## config.mk

```make
export PLATFORM = sky130hd
export DESIGN_NAME = adc_sample_to_units_core
export DESIGN_NICKNAME = d
export VERILOG_FILES = /design/src/rtl/asu_pkg.sv /design/src/rtl/asu_arith.sv /design/src/rtl/asu_div.sv /design/src/rtl/adc_sample_to_units_core.sv
export SDC_FILE = /design/constraint.sdc
export NUM_CORES = 2
export LEC_CHECK = 0
export BUFFER_PORTS_ARGS = -buffer_cell sky130_fd_sc_hd__clkbuf_2
export CAP_MARGIN = 20
export CORE_ASPECT_RATIO = 0.8
export CORE_UTILIZATION = 45
export CTS_BUF_LIST = sky130_fd_sc_hd__clkbuf_8
export DETAILED_ROUTE_END_ITERATION = 10
export PLACE_DENSITY = 0.57
export SLEW_MARGIN = 20
export SYNTH_ARGS = -nofsm -noshare
export SYNTH_HDL_FRONTEND = slang
export SYNTH_SLANG_ARGS = --single-unit
```

## constraint.sdc

```tcl
create_clock -name clk_i -period 23.2 [get_ports clk_i]
set_input_delay 2.32 -clock clk_i [delete_from_list [all_inputs] [get_ports clk_i]]
set_output_delay 2.32 -clock clk_i [all_outputs]
set_load 0.05 [all_outputs]
```

## src/rtl/asu_pkg.sv

```systemverilog
// Shared types, field widths, command codes and register defaults for the ADC unit converter.
package asu_pkg;

  // Field widths.
  localparam int SAMPLE_BITS   = 12;
  localparam int VALUE_BITS    = 17;
  localparam int GAIN_BITS     = 8;
  localparam int NF_BITS       = 4;
  localparam int CAL_BITS      = 12;
  localparam int CMD_BITS      = 3;
  localparam int CFG_IDX_BITS  = 3;
  localparam int CFG_DATA_BITS = 12;
  localparam int QUOT_BITS     = 16;

  // Number of registered stages from the input transfer to the output register.
  localparam int NUM_STAGES = 5;
  // Stages that live inside the arithmetic and divider modules.
  localparam int MID_STAGES = 3;

  // All-ones 16-bit result used for every saturated reading.
  localparam logic [VALUE_BITS-1:0] SAT_VALUE = VALUE_BITS'(65535);

  // Conversion kinds.
  typedef enum logic [CMD_BITS-1:0] {
    CMD_CURRENT   = 3'd0,
    CMD_OUT_VOLT  = 3'd1,
    CMD_RAIL_VOLT = 3'd2,
    CMD_EXT_TEMP  = 3'd3,
    CMD_SUPPLY    = 3'd4,
    CMD_DIE_TEMP  = 3'd5
  } cmd_e;

  // Configuration register indexes.
  typedef enum logic [CFG_IDX_BITS-1:0] {
    CFG_CURRENT_GAIN       = 3'd0,
    CFG_OUTPUT_VOLTAGE_GAIN = 3'd1,
    CFG_RAIL_VOLTAGE_GAIN  = 3'd2,
    CFG_NOISE_FLOOR        = 3'd3,
    CFG_DIE_CAL_CODE       = 3'd4,
    CFG_DIE_CAL_MILLIVOLTS = 3'd5
  } cfg_idx_e;

  // Register reset values.
  localparam logic [GAIN_BITS-1:0] CURRENT_GAIN_RST        = 8'd68;
  localparam logic [GAIN_BITS-1:0] OUTPUT_VOLTAGE_GAIN_RST = 8'd16;
  localparam logic [GAIN_BITS-1:0] RAIL_VOLTAGE_GAIN_RST   = 8'd4;
  localparam logic [NF_BITS-1:0]   NOISE_FLOOR_RST         = 4'd2;
  localparam logic [CAL_BITS-1:0]  DIE_CAL_CODE_RST        = 12'd0;
  localparam logic [CAL_BITS-1:0]  DIE_CAL_MILLIVOLTS_RST  = 12'd2048;

  typedef logic [SAMPLE_BITS-1:0] sample_t;

  // Input item.
  typedef struct packed {
    logic [CMD_BITS-1:0] cmd;
    sample_t             sample_latest;
    sample_t             sample_previous;
  } in_item_t;

  // Result item.
  typedef struct packed {
    logic signed [VALUE_BITS-1:0] value;
    logic                         saturated;
  } out_item_t;

  // Configuration register file contents.
  typedef struct packed {
    logic [GAIN_BITS-1:0] current_gain;
    logic [GAIN_BITS-1:0] output_voltage_gain;
    logic [GAIN_BITS-1:0] rail_voltage_gain;
    logic [NF_BITS-1:0]   noise_floor;
    logic [CAL_BITS-1:0]  die_cal_code;
    logic [CAL_BITS-1:0]  die_cal_millivolts;
  } cfg_t;

endpackage

```

## src/rtl/asu_arith.sv

```systemverilog
// Three-stage datapath for gain scaling and both temperature conversions.
module asu_arith import asu_pkg::*; (
  input  logic                   clk_i,
  input  logic [MID_STAGES-1:0]  en_i,
  input  logic [CMD_BITS-1:0]    cmd_i,
  input  sample_t                avg_i,
  input  cfg_t                   cfg_i,
  output logic [CMD_BITS-1:0]    cmd_o,
  output logic [VALUE_BITS-1:0]  value_o,
  output logic                   sat_o
);

  localparam int PRODUCT_BITS = SAMPLE_BITS + GAIN_BITS;
  localparam int TEMP_N_BITS  = SAMPLE_BITS + 4;
  localparam int DIE_N_BITS   = SAMPLE_BITS + CAL_BITS;
  // |avg - 800| * 50 / 195 is computed as |avg - 800| * 10 / 39.
  localparam int TEMP_ZERO    = 800;
  localparam int TEMP_SCALE   = 10;
  // Reciprocal of 39 scaled by 2^22, rounded up; exact for 16-bit numerators.
  localparam int TEMP_SHIFT   = 22;
  localparam int TEMP_RECIP_BITS = 17;
  localparam logic [TEMP_RECIP_BITS-1:0] TEMP_RECIP = 17'd107547;
  localparam int TEMP_P_BITS  = TEMP_N_BITS + TEMP_RECIP_BITS;
  localparam int TEMP_Q_BITS  = TEMP_P_BITS - TEMP_SHIFT;
  // Division by 1508 is a shift by two, then the reciprocal of 377 scaled by 2^31.
  localparam int DIE_SHIFT    = 31;
  localparam int DIE_RECIP_BITS = 23;
  localparam logic [DIE_RECIP_BITS-1:0] DIE_RECIP = 23'd5696244;
  localparam int DIE_M_BITS   = DIE_N_BITS - 2;
  localparam int DIE_P_BITS   = DIE_M_BITS + DIE_RECIP_BITS;
  localparam int DIE_Q_BITS   = DIE_P_BITS - DIE_SHIFT;
  localparam logic [VALUE_BITS-1:0] DIE_BASE = VALUE_BITS'(900);

  // Stage 1: raw products.
  logic [CMD_BITS-1:0]     s1_cmd_q;
  logic [PRODUCT_BITS-1:0] s1_prod_q, s1_prod_d;
  logic [TEMP_N_BITS-1:0]  s1_tn_q, s1_tn_d;
  logic                    s1_tneg_q, s1_tneg_d;
  logic [DIE_N_BITS-1:0]   s1_dn_q, s1_dn_d;
  logic                    s1_dneg_q, s1_dneg_d;
  logic [GAIN_BITS-1:0]    gain_sel;
  logic [SAMPLE_BITS-1:0]  t_abs, d_abs;

  // Stage 2: clamped gain result and reciprocal products.
  logic [CMD_BITS-1:0]     s2_cmd_q;
  logic [QUOT_BITS-1:0]    s2_gain_q, s2_gain_d;
  logic                    s2_gsat_q, s2_gsat_d;
  logic [TEMP_P_BITS-1:0]  s2_tprod_q, s2_tprod_d;
  logic [DIE_P_BITS-1:0]   s2_dprod_q, s2_dprod_d;
  logic                    s2_tneg_q, s2_dneg_q;

  // Stage 3: signed value per kind.
  logic [CMD_BITS-1:0]     s3_cmd_q;
  logic [VALUE_BITS-1:0]   s3_value_q, s3_value_d;
  logic                    s3_sat_q, s3_sat_d;
  logic [VALUE_BITS-1:0]   t_ext, d_ext;

  // Pick the gain for the kind, and take magnitudes of the temperature offsets.
  always_comb begin
    case (cmd_i)
      CMD_CURRENT:   gain_sel = cfg_i.current_gain;
      CMD_OUT_VOLT:  gain_sel = cfg_i.output_voltage_gain;
      CMD_RAIL_VOLT: gain_sel = cfg_i.rail_voltage_gain;
      default:       gain_sel = '0;
    endcase
    s1_tneg_d = (avg_i < SAMPLE_BITS'(TEMP_ZERO));
    t_abs     = s1_tneg_d ? (SAMPLE_BITS'(TEMP_ZERO) - avg_i) : (avg_i - SAMPLE_BITS'(TEMP_ZERO));
    s1_dneg_d = (avg_i < cfg_i.die_cal_code);
    d_abs     = s1_dneg_d ? (cfg_i.die_cal_code - avg_i) : (avg_i - cfg_i.die_cal_code);
    s1_prod_d = PRODUCT_BITS'(avg_i) * PRODUCT_BITS'(gain_sel);
    s1_tn_d   = TEMP_N_BITS'(t_abs) * TEMP_N_BITS'(TEMP_SCALE);
    s1_dn_d   = DIE_N_BITS'(d_abs) * DIE_N_BITS'(cfg_i.die_cal_millivolts);
  end

  always_ff @(posedge clk_i) begin
    if (en_i[0]) begin
      s1_cmd_q  <= cmd_i;
      s1_prod_q <= s1_prod_d;
      s1_tn_q   <= s1_tn_d;
      s1_tneg_q <= s1_tneg_d;
      s1_dn_q   <= s1_dn_d;
      s1_dneg_q <= s1_dneg_d;
    end
  end

  // Clamp the gain product and multiply the temperature numerators by the reciprocals.
  always_comb begin
    s2_gsat_d  = |s1_prod_q[PRODUCT_BITS-1:QUOT_BITS];
    s2_gain_d  = s2_gsat_d ? {QUOT_BITS{1'b1}} : s1_prod_q[QUOT_BITS-1:0];
    s2_tprod_d = TEMP_P_BITS'(s1_tn_q) * TEMP_P_BITS'(TEMP_RECIP);
    s2_dprod_d = DIE_P_BITS'(s1_dn_q[DIE_N_BITS-1:2]) * DIE_P_BITS'(DIE_RECIP);
  end

  always_ff @(posedge clk_i) begin
    if (en_i[1]) begin
      s2_cmd_q   <= s1_cmd_q;
      s2_gain_q  <= s2_gain_d;
      s2_gsat_q  <= s2_gsat_d;
      s2_tprod_q <= s2_tprod_d;
      s2_dprod_q <= s2_dprod_d;
      s2_tneg_q  <= s1_tneg_q;
      s2_dneg_q  <= s1_dneg_q;
    end
  end

  // Apply signs and the die offset; neither temperature can leave the 16-bit signed range.
  always_comb begin
    t_ext = VALUE_BITS'(s2_tprod_q[TEMP_P_BITS-1:TEMP_SHIFT]);
    d_ext = VALUE_BITS'(s2_dprod_q[DIE_P_BITS-1:DIE_SHIFT]);
    case (s2_cmd_q)
      CMD_CURRENT, CMD_OUT_VOLT, CMD_RAIL_VOLT: begin
        s3_value_d = VALUE_BITS'(s2_gain_q);
        s3_sat_d   = s2_gsat_q;
      end
      CMD_EXT_TEMP: begin
        s3_value_d = s2_tneg_q ? (VALUE_BITS'(0) - t_ext) : t_ext;
        s3_sat_d   = 1'b0;
      end
      CMD_DIE_TEMP: begin
        s3_value_d = s2_dneg_q ? (DIE_BASE + d_ext) : (DIE_BASE - d_ext);
        s3_sat_d   = 1'b0;
      end
      default: begin
        s3_value_d = '0;
        s3_sat_d   = 1'b0;
      end
    endcase
  end

  always_ff @(posedge clk_i) begin
    if (en_i[2]) begin
      s3_cmd_q   <= s2_cmd_q;
      s3_value_q <= s3_value_d;
      s3_sat_q   <= s3_sat_d;
    end
  end

  assign cmd_o   = s3_cmd_q;
  assign value_o = s3_value_q;
  assign sat_o   = s3_sat_q;

  // Quotient widths must cover the largest temperature magnitudes.
  if (TEMP_Q_BITS < 10 || DIE_Q_BITS < 14) begin : g_width_check
    $error("asu_arith: quotient width too narrow");
  end

endmodule

```

## src/rtl/asu_div.sv

```systemverilog
// Pipelined restoring divider for 2^24 / average, four quotient bits per step.
module asu_div import asu_pkg::*; (
  input  logic                  clk_i,
  input  logic [MID_STAGES-1:0] en_i,
  input  sample_t               den_i,
  output logic [QUOT_BITS-1:0]  quot_o,
  output logic                  small_o
);

  localparam int BITS_PER_STEP = 4;
  // 2^24 >> 16: the part of the numerator above the quotient window.
  localparam int INIT_REM = 256;
  // Averages up to this value give a quotient above 16 bits (or divide by zero).
  localparam int SMALL_LIMIT = 256;

  typedef struct packed {
    logic [SAMPLE_BITS-1:0] rem;
    logic [QUOT_BITS-1:0]   quot;
  } div_state_t;

  // Four restoring steps; numerator bits below the window are all zero.
  function automatic div_state_t div_chunk(input div_state_t st, input sample_t den);
    div_state_t             res;
    logic [SAMPLE_BITS:0]   shifted;
    logic                   bit_q;
    res = st;
    for (int i = 0; i < BITS_PER_STEP; i++) begin
      shifted = {res.rem, 1'b0};
      bit_q   = (shifted >= {1'b0, den});
      if (bit_q) begin
        shifted = shifted - {1'b0, den};
      end
      res.rem  = shifted[SAMPLE_BITS-1:0];
      res.quot = {res.quot[QUOT_BITS-2:0], bit_q};
    end
    return res;
  endfunction

  div_state_t st1_q, st1_d, st2_q, st2_d, st3_q, st3_d, st_init, st_last;
  sample_t    den1_q, den2_q, den3_q;
  logic       small1_q, small2_q, small3_q;

  // Quotient bits per stage, most significant first.
  always_comb begin
    st_init.rem  = SAMPLE_BITS'(INIT_REM);
    st_init.quot = '0;
    st1_d   = div_chunk(st_init, den_i);
    st2_d   = div_chunk(st1_q, den1_q);
    st3_d   = div_chunk(st2_q, den2_q);
    st_last = div_chunk(st3_q, den3_q);
  end

  always_ff @(posedge clk_i) begin
    if (en_i[0]) begin
      st1_q    <= st1_d;
      den1_q   <= den_i;
      small1_q <= (den_i <= SAMPLE_BITS'(SMALL_LIMIT));
    end
    if (en_i[1]) begin
      st2_q    <= st2_d;
      den2_q   <= den1_q;
      small2_q <= small1_q;
    end
    if (en_i[2]) begin
      st3_q    <= st3_d;
      den3_q   <= den2_q;
      small3_q <= small2_q;
    end
  end

  assign quot_o  = st_last.quot;
  assign small_o = small3_q;

endmodule

```

## src/rtl/adc_sample_to_units_core.sv

```systemverilog
// Top level of the ADC sample to engineering units converter.
// Items pass in order through stage 0, stages 1 to 3 and the output register. Throughput: one
// item per cycle unless the output stalls; the supply divider resolves four quotient bits in
// each of its four stages, and the temperature scaling uses two registered multiplies in a row.
// Reset clears all stage valid bits and loads the register defaults; payload is not reset.
module adc_sample_to_units_core import asu_pkg::*; (
  input  logic                     clk_i,
  input  logic                     rst_ni,
  input  logic                     in_valid_i,
  output logic                     in_ready_o,
  input  in_item_t                 in_i,
  output logic                     out_valid_o,
  input  logic                     out_ready_i,
  output out_item_t                out_o,
  input  logic                     cfg_we_i,
  input  logic [CFG_IDX_BITS-1:0]  cfg_idx_i,
  input  logic [CFG_DATA_BITS-1:0] cfg_wdata_i
);

  cfg_t                    cfg_q;
  logic [NUM_STAGES-1:0]   vld_q, vld_d, rdy;
  logic [SAMPLE_BITS:0]    sum;
  sample_t                 raw_avg, avg;
  logic [CMD_BITS-1:0]     s0_cmd_q;
  sample_t                 s0_raw_q, s0_avg_q;
  logic [CMD_BITS-1:0]     ar_cmd;
  logic [VALUE_BITS-1:0]   ar_value;
  logic                    ar_sat;
  logic [QUOT_BITS-1:0]    div_quot;
  logic                    div_small;
  out_item_t               out_q, out_d;

  // Configuration registers.
  always_ff @(posedge clk_i or negedge rst_ni) begin
    if (!rst_ni) begin
      cfg_q.current_gain        <= CURRENT_GAIN_RST;
      cfg_q.output_voltage_gain <= OUTPUT_VOLTAGE_GAIN_RST;
      cfg_q.rail_voltage_gain   <= RAIL_VOLTAGE_GAIN_RST;
      cfg_q.noise_floor         <= NOISE_FLOOR_RST;
      cfg_q.die_cal_code        <= DIE_CAL_CODE_RST;
      cfg_q.die_cal_millivolts  <= DIE_CAL_MILLIVOLTS_RST;
    end else if (cfg_we_i) begin
      case (cfg_idx_i)
        CFG_CURRENT_GAIN:        cfg_q.current_gain        <= cfg_wdata_i[GAIN_BITS-1:0];
        CFG_OUTPUT_VOLTAGE_GAIN: cfg_q.output_voltage_gain <= cfg_wdata_i[GAIN_BITS-1:0];
        CFG_RAIL_VOLTAGE_GAIN:   cfg_q.rail_voltage_gain   <= cfg_wdata_i[GAIN_BITS-1:0];
        CFG_NOISE_FLOOR:         cfg_q.noise_floor         <= cfg_wdata_i[NF_BITS-1:0];
        CFG_DIE_CAL_CODE:        cfg_q.die_cal_code        <= cfg_wdata_i[CAL_BITS-1:0];
        CFG_DIE_CAL_MILLIVOLTS:  cfg_q.die_cal_millivolts  <= cfg_wdata_i[CAL_BITS-1:0];
        default: ;
      endcase
    end
  end

  // A stage can load when it is empty or its item moves on in the same cycle.
  always_comb begin
    rdy[NUM_STAGES-1] = !vld_q[NUM_STAGES-1] || out_ready_i;
    for (int k = NUM_STAGES - 2; k >= 0; k--) begin
      rdy[k] = !vld_q[k] || rdy[k+1];
    end
    vld_d = vld_q;
    if (rdy[0]) begin
      vld_d[0] = in_valid_i;
    end
    for (int k = 1; k < NUM_STAGES; k++) begin
      if (rdy[k]) begin
        vld_d[k] = vld_q[k-1];
      end
    end
  end

  always_ff @(posedge clk_i or negedge rst_ni) begin
    if (!rst_ni) begin
      vld_q <= '0;
    end else begin
      vld_q <= vld_d;
    end
  end

  assign in_ready_o = rdy[0];

  // Stage 0: average of the two samples and the noise floor.
  always_comb begin
    sum     = {1'b0, in_i.sample_latest} + {1'b0, in_i.sample_previous};
    raw_avg = sum[SAMPLE_BITS:1];
    avg     = (raw_avg <= {{(SAMPLE_BITS-NF_BITS){1'b0}}, cfg_q.noise_floor}) ? '0 : raw_avg;
  end

  always_ff @(posedge clk_i) begin
    if (rdy[0]) begin
      s0_cmd_q <= in_i.cmd;
      s0_raw_q <= raw_avg;
      s0_avg_q <= avg;
    end
  end

  // Stages 1 to 3: scaling datapath and supply divider side by side.
  asu_arith u_arith (
    .clk_i   (clk_i),
    .en_i    (rdy[MID_STAGES:1]),
    .cmd_i   (s0_cmd_q),
    .avg_i   (s0_avg_q),
    .cfg_i   (cfg_q),
    .cmd_o   (ar_cmd),
    .value_o (ar_value),
    .sat_o   (ar_sat)
  );

  asu_div u_div (
    .clk_i   (clk_i),
    .en_i    (rdy[MID_STAGES:1]),
    .den_i   (s0_raw_q),
    .quot_o  (div_quot),
    .small_o (div_small)
  );

  // Stage 4: last divider bits, supply clamp and the output register.
  always_comb begin
    if (ar_cmd == CMD_SUPPLY) begin
      if (div_small) begin
        out_d.value     = SAT_VALUE;
        out_d.saturated = 1'b1;
      end else begin
        out_d.value     = VALUE_BITS'(div_quot);
        out_d.saturated = 1'b0;
      end
    end else begin
      out_d.value     = ar_value;
      out_d.saturated = ar_sat;
    end
  end

  always_ff @(posedge clk_i) begin
    if (rdy[NUM_STAGES-1]) begin
      out_q <= out_d;
    end
  end

  assign out_valid_o = vld_q[NUM_STAGES-1];
  assign out_o       = out_q;

  // An empty output register never blocks the input.
  a_ready_when_drained: assert property (@(posedge clk_i) disable iff (!rst_ni)
    !vld_q[NUM_STAGES-1] |-> in_ready_o)
    else $error("input stalled with an empty output register");

  // A transfer in without a transfer out adds exactly one item to the pipeline.
  a_item_added: assert property (@(posedge clk_i) disable iff (!rst_ni)
    (in_valid_i && in_ready_o && !(out_valid_o && out_ready_i)) |=>
      ($countones(vld_q) == $past($countones(vld_q)) + 1))
    else $error("accepted item was not tracked by the pipeline");

  // A transfer out without a transfer in removes exactly one item.
  a_item_removed: assert property (@(posedge clk_i) disable iff (!rst_ni)
    (out_valid_o && out_ready_i && !(in_valid_i && in_ready_o)) |=>
      ($countones(vld_q) == $past($countones(vld_q)) - 1))
    else $error("delivered item was not retired from the pipeline");

  // Only the unsigned kinds clamp, and they always clamp to the 16-bit maximum.
  a_sat_value: assert property (@(posedge clk_i) disable iff (!rst_ni)
    (out_valid_o && out_o.saturated) |-> (out_o.value == SAT_VALUE))
    else $error("saturated result is not the 16-bit maximum");

endmodule

```

==> Implementation_results.wiki <==
{| class="wikitable"
! Metric !! Value
|-
| Largest stage delay, worst path || 0.65 ns
|-
| Sequential cell area || 0.00966 mm²
|-
| Area of the multi-input gates || 0.0308 mm²
|-
| Area fraction in compound gates after synthesis || between 10% and 20%
|-
| DRC errors left || 0
|-
| Critical path peak fanout || 17
|-
| Std-Cell Rows || between 100 and 150
|-
| Routed length on met1 || 52600 µm
|-
| Routed wire length || 105000 µm
|-
| Avg Inst Size Synth || 9.86 µm²
|-
| Final net count || 5682
|-
| YS warnings || 0
|-
| Die Wd || ~350 µm
|-
| Total nets after synthesis || around 5600
|-
| Largest family of logic cells by synthesized area || adder cells
|-
| Flop2flop setup slack || 12.69 ns
|-
| Placeable Area || roughly 0.096 mm²
|-
| Final Hold Vio Count || 0
|-
| Count of state elements after synthesis || 331
|-
| Worst slew pin tran || 0.972 ns
|-
| Later-pin clock latency in the skew report || 0.66 ns
|-
| Clock-pin slew reported for the worst setup and hold paths after clock tree synthesis || 0.07 ns
|-
| Clock net sink count || 331
|-
| Average wire length per cell after detail routing || around 18 µm
|-
| CP Data Required Time || 23.58 ns
|-
| Final global-route overflow total || 0
|-
| Post-cts resize count || 0
|-
| HPWL after DPL || 86400 µm
|-
| Chip height || 281 µm
|-
| Slowest stage cell, crit path || sky130_fd_sc_hd__a21boi_1
|-
| Maximum clock insertion buffer count || 3
|-
| Number of placed instances with taps included || 5737
|-
| Element type at the critical path start || flop
|-
| Run status || completed
|-
| Post-synthesis to final-layout area growth || 7.23%
|-
| Final Critical Period || 10.51 ns
|-
| Number of setup buffers added after CTS || 0
|-
| Async SR Flop Fraction || about 17%
|-
| Number of enable-type register cells in the synthesized netlist || 274
|-
| Highest achievable clock rate || 95.1 MHz
|-
| Final clock period utilization by the worst path || 45.3%
|-
| Crit path capture || u_div.st1_q[19]$_DFFE_PP_
|-
| Root buffer selected by CTS || sky130_fd_sc_hd__clkbuf_8
|-
| Routed met2 length || 44300 µm
|-
| Clock buffers created by TritonCTS || 66
|-
| Worst path arrival time || ~11 ns
|-
| Vias in the first global route || 31800
|-
| Number of iterations in the first detailed-routing pass || 5
|-
| Worst slew margin relative to its limit || between 30% and 40%
|-
| Avg Vias per Cell || 5.29
|-
| Top routing layer used || met4
|-
| CTS tree || yes
|-
| Synth Area in Adders || approximately two fifths
|-
| Fraction of synthesized cell area in xor and xnor cells || between 4 and 5%
|-
| Iteration-0 DRC count of the detailed router || approximately 1800
|-
| I/O pin total || 67
|-
| Predominant post-synthesis flop cell || sky130_fd_sc_hd__edfxtp_1
|-
| Hold/Removal Path Class || flop to flop
|-
| Area of the mapped netlist || 0.0438 mm²
|-
| Maximum number of pins on one net before global-route repair || 63
|-
| Number of standard cells in the final layout excluding fillers || between 5000 and 6000
|-
| Global router's overall resource usage || 22.2%
|-
| Worst Skew || approximately 0.053 ns
|-
| Starting Density || 45.8%
|-
| CTS hold repair buffers || 0
|-
| RSZ-0062 raised after global routing || no
|-
| Max-cap violations || 0
|-
| Post-Synth Simple-Gate Area || 10.8%
|-
| Routability-driven placement congestion ratio || 0.895
|-
| Destination of the worst register-to-register timing path || u_div.st1_q[19]$_DFFE_PP_
|-
| Met3 routed wirelength || 5570 µm
|-
| Leading cell type in the layout, fill and taps excluded || sky130_fd_sc_hd__inv_1
|-
| Fill cell count || 9030
|-
| First-pass GRT wire length || around 170000 µm
|-
| Crit path capture type || flop
|-
| Number of cells on the worst reg-to-reg path || 37
|-
| Routed vias || about 31000
|-
| Number of levels the H-tree was split into || 3
|-
| Share of final-layout standard cells stronger than drive strength 1 || just under 8%
|-
| Number of library cell types mapped by synthesis || 100
|-
| Setup crit start || s0_raw_q[0]$_DFFE_PP_
|-
| Full die area || 0.0986 mm²
|-
| Antenna-violating nets left || 0
|-
| Reg2Reg Launch Point || s0_raw_q[0]$_DFFE_PP_
|-
| Synth Instances || 4445
|-
| Count of endpoints failing setup in the final report || 0
|-
| Count of buffers inserted at the top-level ports || 66
|-
| Mux contribution to synthesized area || 4.12%
|-
| Number of antenna violations at the first check in global routing || 2
|-
| Final-layout setup total negative slack || 0 ns
|-
| Total count of max-transition violations in the final report || 0
|-
| Worst path most repeated cell || sky130_fd_sc_hd__a21oi_1
|-
| Proportion of synthesized chip area in sequential cells || 22.1%
|-
| Critical path class || flop to flop
|-
| Commonest cells after routing, fill and taps aside || sky130_fd_sc_hd__inv_1, sky130_fd_sc_hd__ha_1, sky130_fd_sc_hd__fa_1
|}
## cell usage after synthesis, types with 18 or more instances
cell type / count / area [µm²]
sky130_fd_sc_hd__o21bai_1: 19 / 143
sky130_fd_sc_hd__nand2b_1: 63 / 394
sky130_fd_sc_hd__nand2_1: 285 / 1070
sky130_fd_sc_hd__o21ai_1: 21 / 105
sky130_fd_sc_hd__mux2i_1: 24 / 240
sky130_fd_sc_hd__nand4_1: 29 / 181
sky130_fd_sc_hd__nor3_1: 100 / 500
sky130_fd_sc_hd__mux2_2: 93 / 1050
sky130_fd_sc_hd__nand3_1: 49 / 245
sky130_fd_sc_hd__edfxtp_1: 274 / 8230
sky130_fd_sc_hd__mux2_4: 18 / 270
sky130_fd_sc_hd__nor2b_1: 60 / 375
sky130_fd_sc_hd__o211ai_1: 18 / 135
sky130_fd_sc_hd__and3_1: 21 / 131
sky130_fd_sc_hd__a21o_1: 73 / 548
sky130_fd_sc_hd__ha_1: 670 / 8380
sky130_fd_sc_hd__o21a_1: 51 / 383
sky130_fd_sc_hd__dfrtp_1: 51 / 1280
sky130_fd_sc_hd__and2_1: 72 / 450
sky130_fd_sc_hd__nor2_1: 220 / 826
sky130_fd_sc_hd__xor2_1: 71 / 622
sky130_fd_sc_hd__xnor2_1: 163 / 1430
sky130_fd_sc_hd__a21oi_1: 213 / 1070
sky130_fd_sc_hd__inv_1: 794 / 2980
sky130_fd_sc_hd__o22ai_1: 18 / 113
sky130_fd_sc_hd__mux2_1: 22 / 248
sky130_fd_sc_hd__o21ai_0: 145 / 726
sky130_fd_sc_hd__fa_1: 447 / 8950
sky130_fd_sc_hd__clkbuf_1: 72 / 270
## through the flow
step / hold slack, ns / cell area, µm² / util [%] / setup slack (ns)
2_1_floorplan: 0.400 / 43800 / - / 14.19
3_3_place_gp: 0.407 / 45600 / 47.7 / 12.94
3_5_place_dp: 0.407 / 45600 / 47.7 / 12.95
4_1_cts: 0.418 / 47000 / 49.1 / 12.92
5_1_grt: 0.428 / 47000 / 49.1 / 11.90
6_report: 0.413 / 47000 / 49.1 / 12.69
## cell families after synthesis
group                      count (synthesis)
muxes                                    157
AOI/OAI and AO/OA                        736
and+or+nand+nor                          975
xor gates and xnor gates                 234
buffers and inverters                    894
adders and majority gates               1117
other                                      1
DFF                                      331
## worst max-delay path, delay by kind of cell (launching register included)
family	cells	cell delay, ns
and+or+nand+nor	11	2.49
buffers and inverters	3	0.65
adders and majority gates	4	1.30
muxes	2	0.74
DFF	1	0.63
AOI/OAI and AO/OA	17	4.45
## sequential cells by signal, summed over array words and instances (netlist names), 5 cells and up
| signal | cells |
|---|---|
| u_div.quot_o | 12 |
| cfg_q | 52 |
| u_arith.s2_tprod_q | 11 |
| s0_raw_q | 12 |
| u_arith.s1_prod_q | 20 |
| u_div.st3_q | 12 |
| s0_avg_q | 12 |
| u_div.st1_q | 16 |
| u_arith.s1_tn_q | 15 |
| u_div.st2_q | 20 |
| u_div.den1_q | 12 |
| vld_q | 5 |
| out_o | 18 |
| u_arith.s1_dn_q | 22 |
| u_arith.s2_gain_q | 16 |
| u_arith.s2_dprod_q | 14 |
| u_div.den2_q | 12 |
| u_div.den3_q | 12 |
| u_arith.value_o | 17 |
## final cells by class
cell class                      count  area share, %
Inverter                          806           6.44
Sequential cell                   331           20.6
Tap cell                         1287           3.43
Multi-Input combinational cell   3220           65.5
Clock buffer                       75           2.20
Timing Repair Buffer               93           1.13
Antenna cell                        1        0.00533
Clock inverter                     41          0.682
## worst min-delay path by stage
stage	start	cells past startpoint	to
2_1_floorplan	u_arith.s1_cmd_q[0]$_DFFE_PP_	0	u_arith.s2_cmd_q[0]$_DFFE_PP_
3_3_place_gp	u_div.small2_q$_DFFE_PP_	0	u_div.small_o$_DFFE_PP_
3_5_place_dp	u_div.st1_q[3]$_DFFE_PP_	0	u_div.st2_q[7]$_DFFE_PP_
4_1_cts	u_div.st2_q[5]$_DFFE_PP_	0	u_div.quot_o[13]$_DFFE_PP_
5_1_grt	u_div.st1_q[3]$_DFFE_PP_	0	u_div.st2_q[7]$_DFFE_PP_
6_report	u_div.st2_q[5]$_DFFE_PP_	0	u_div.quot_o[13]$_DFFE_PP_
## routing by layer
layer / vias up / track usage (%)
li1: 15200 / -
met1: 15000 / 32.8
met2: 677 / 33.5
met3: 130 / 3.60
met4: 0 / 5.48
met5: - / 0
Power is not shown: default switching activity piles up to over one toggle a cycle in this logic, so the estimate is an artifact.
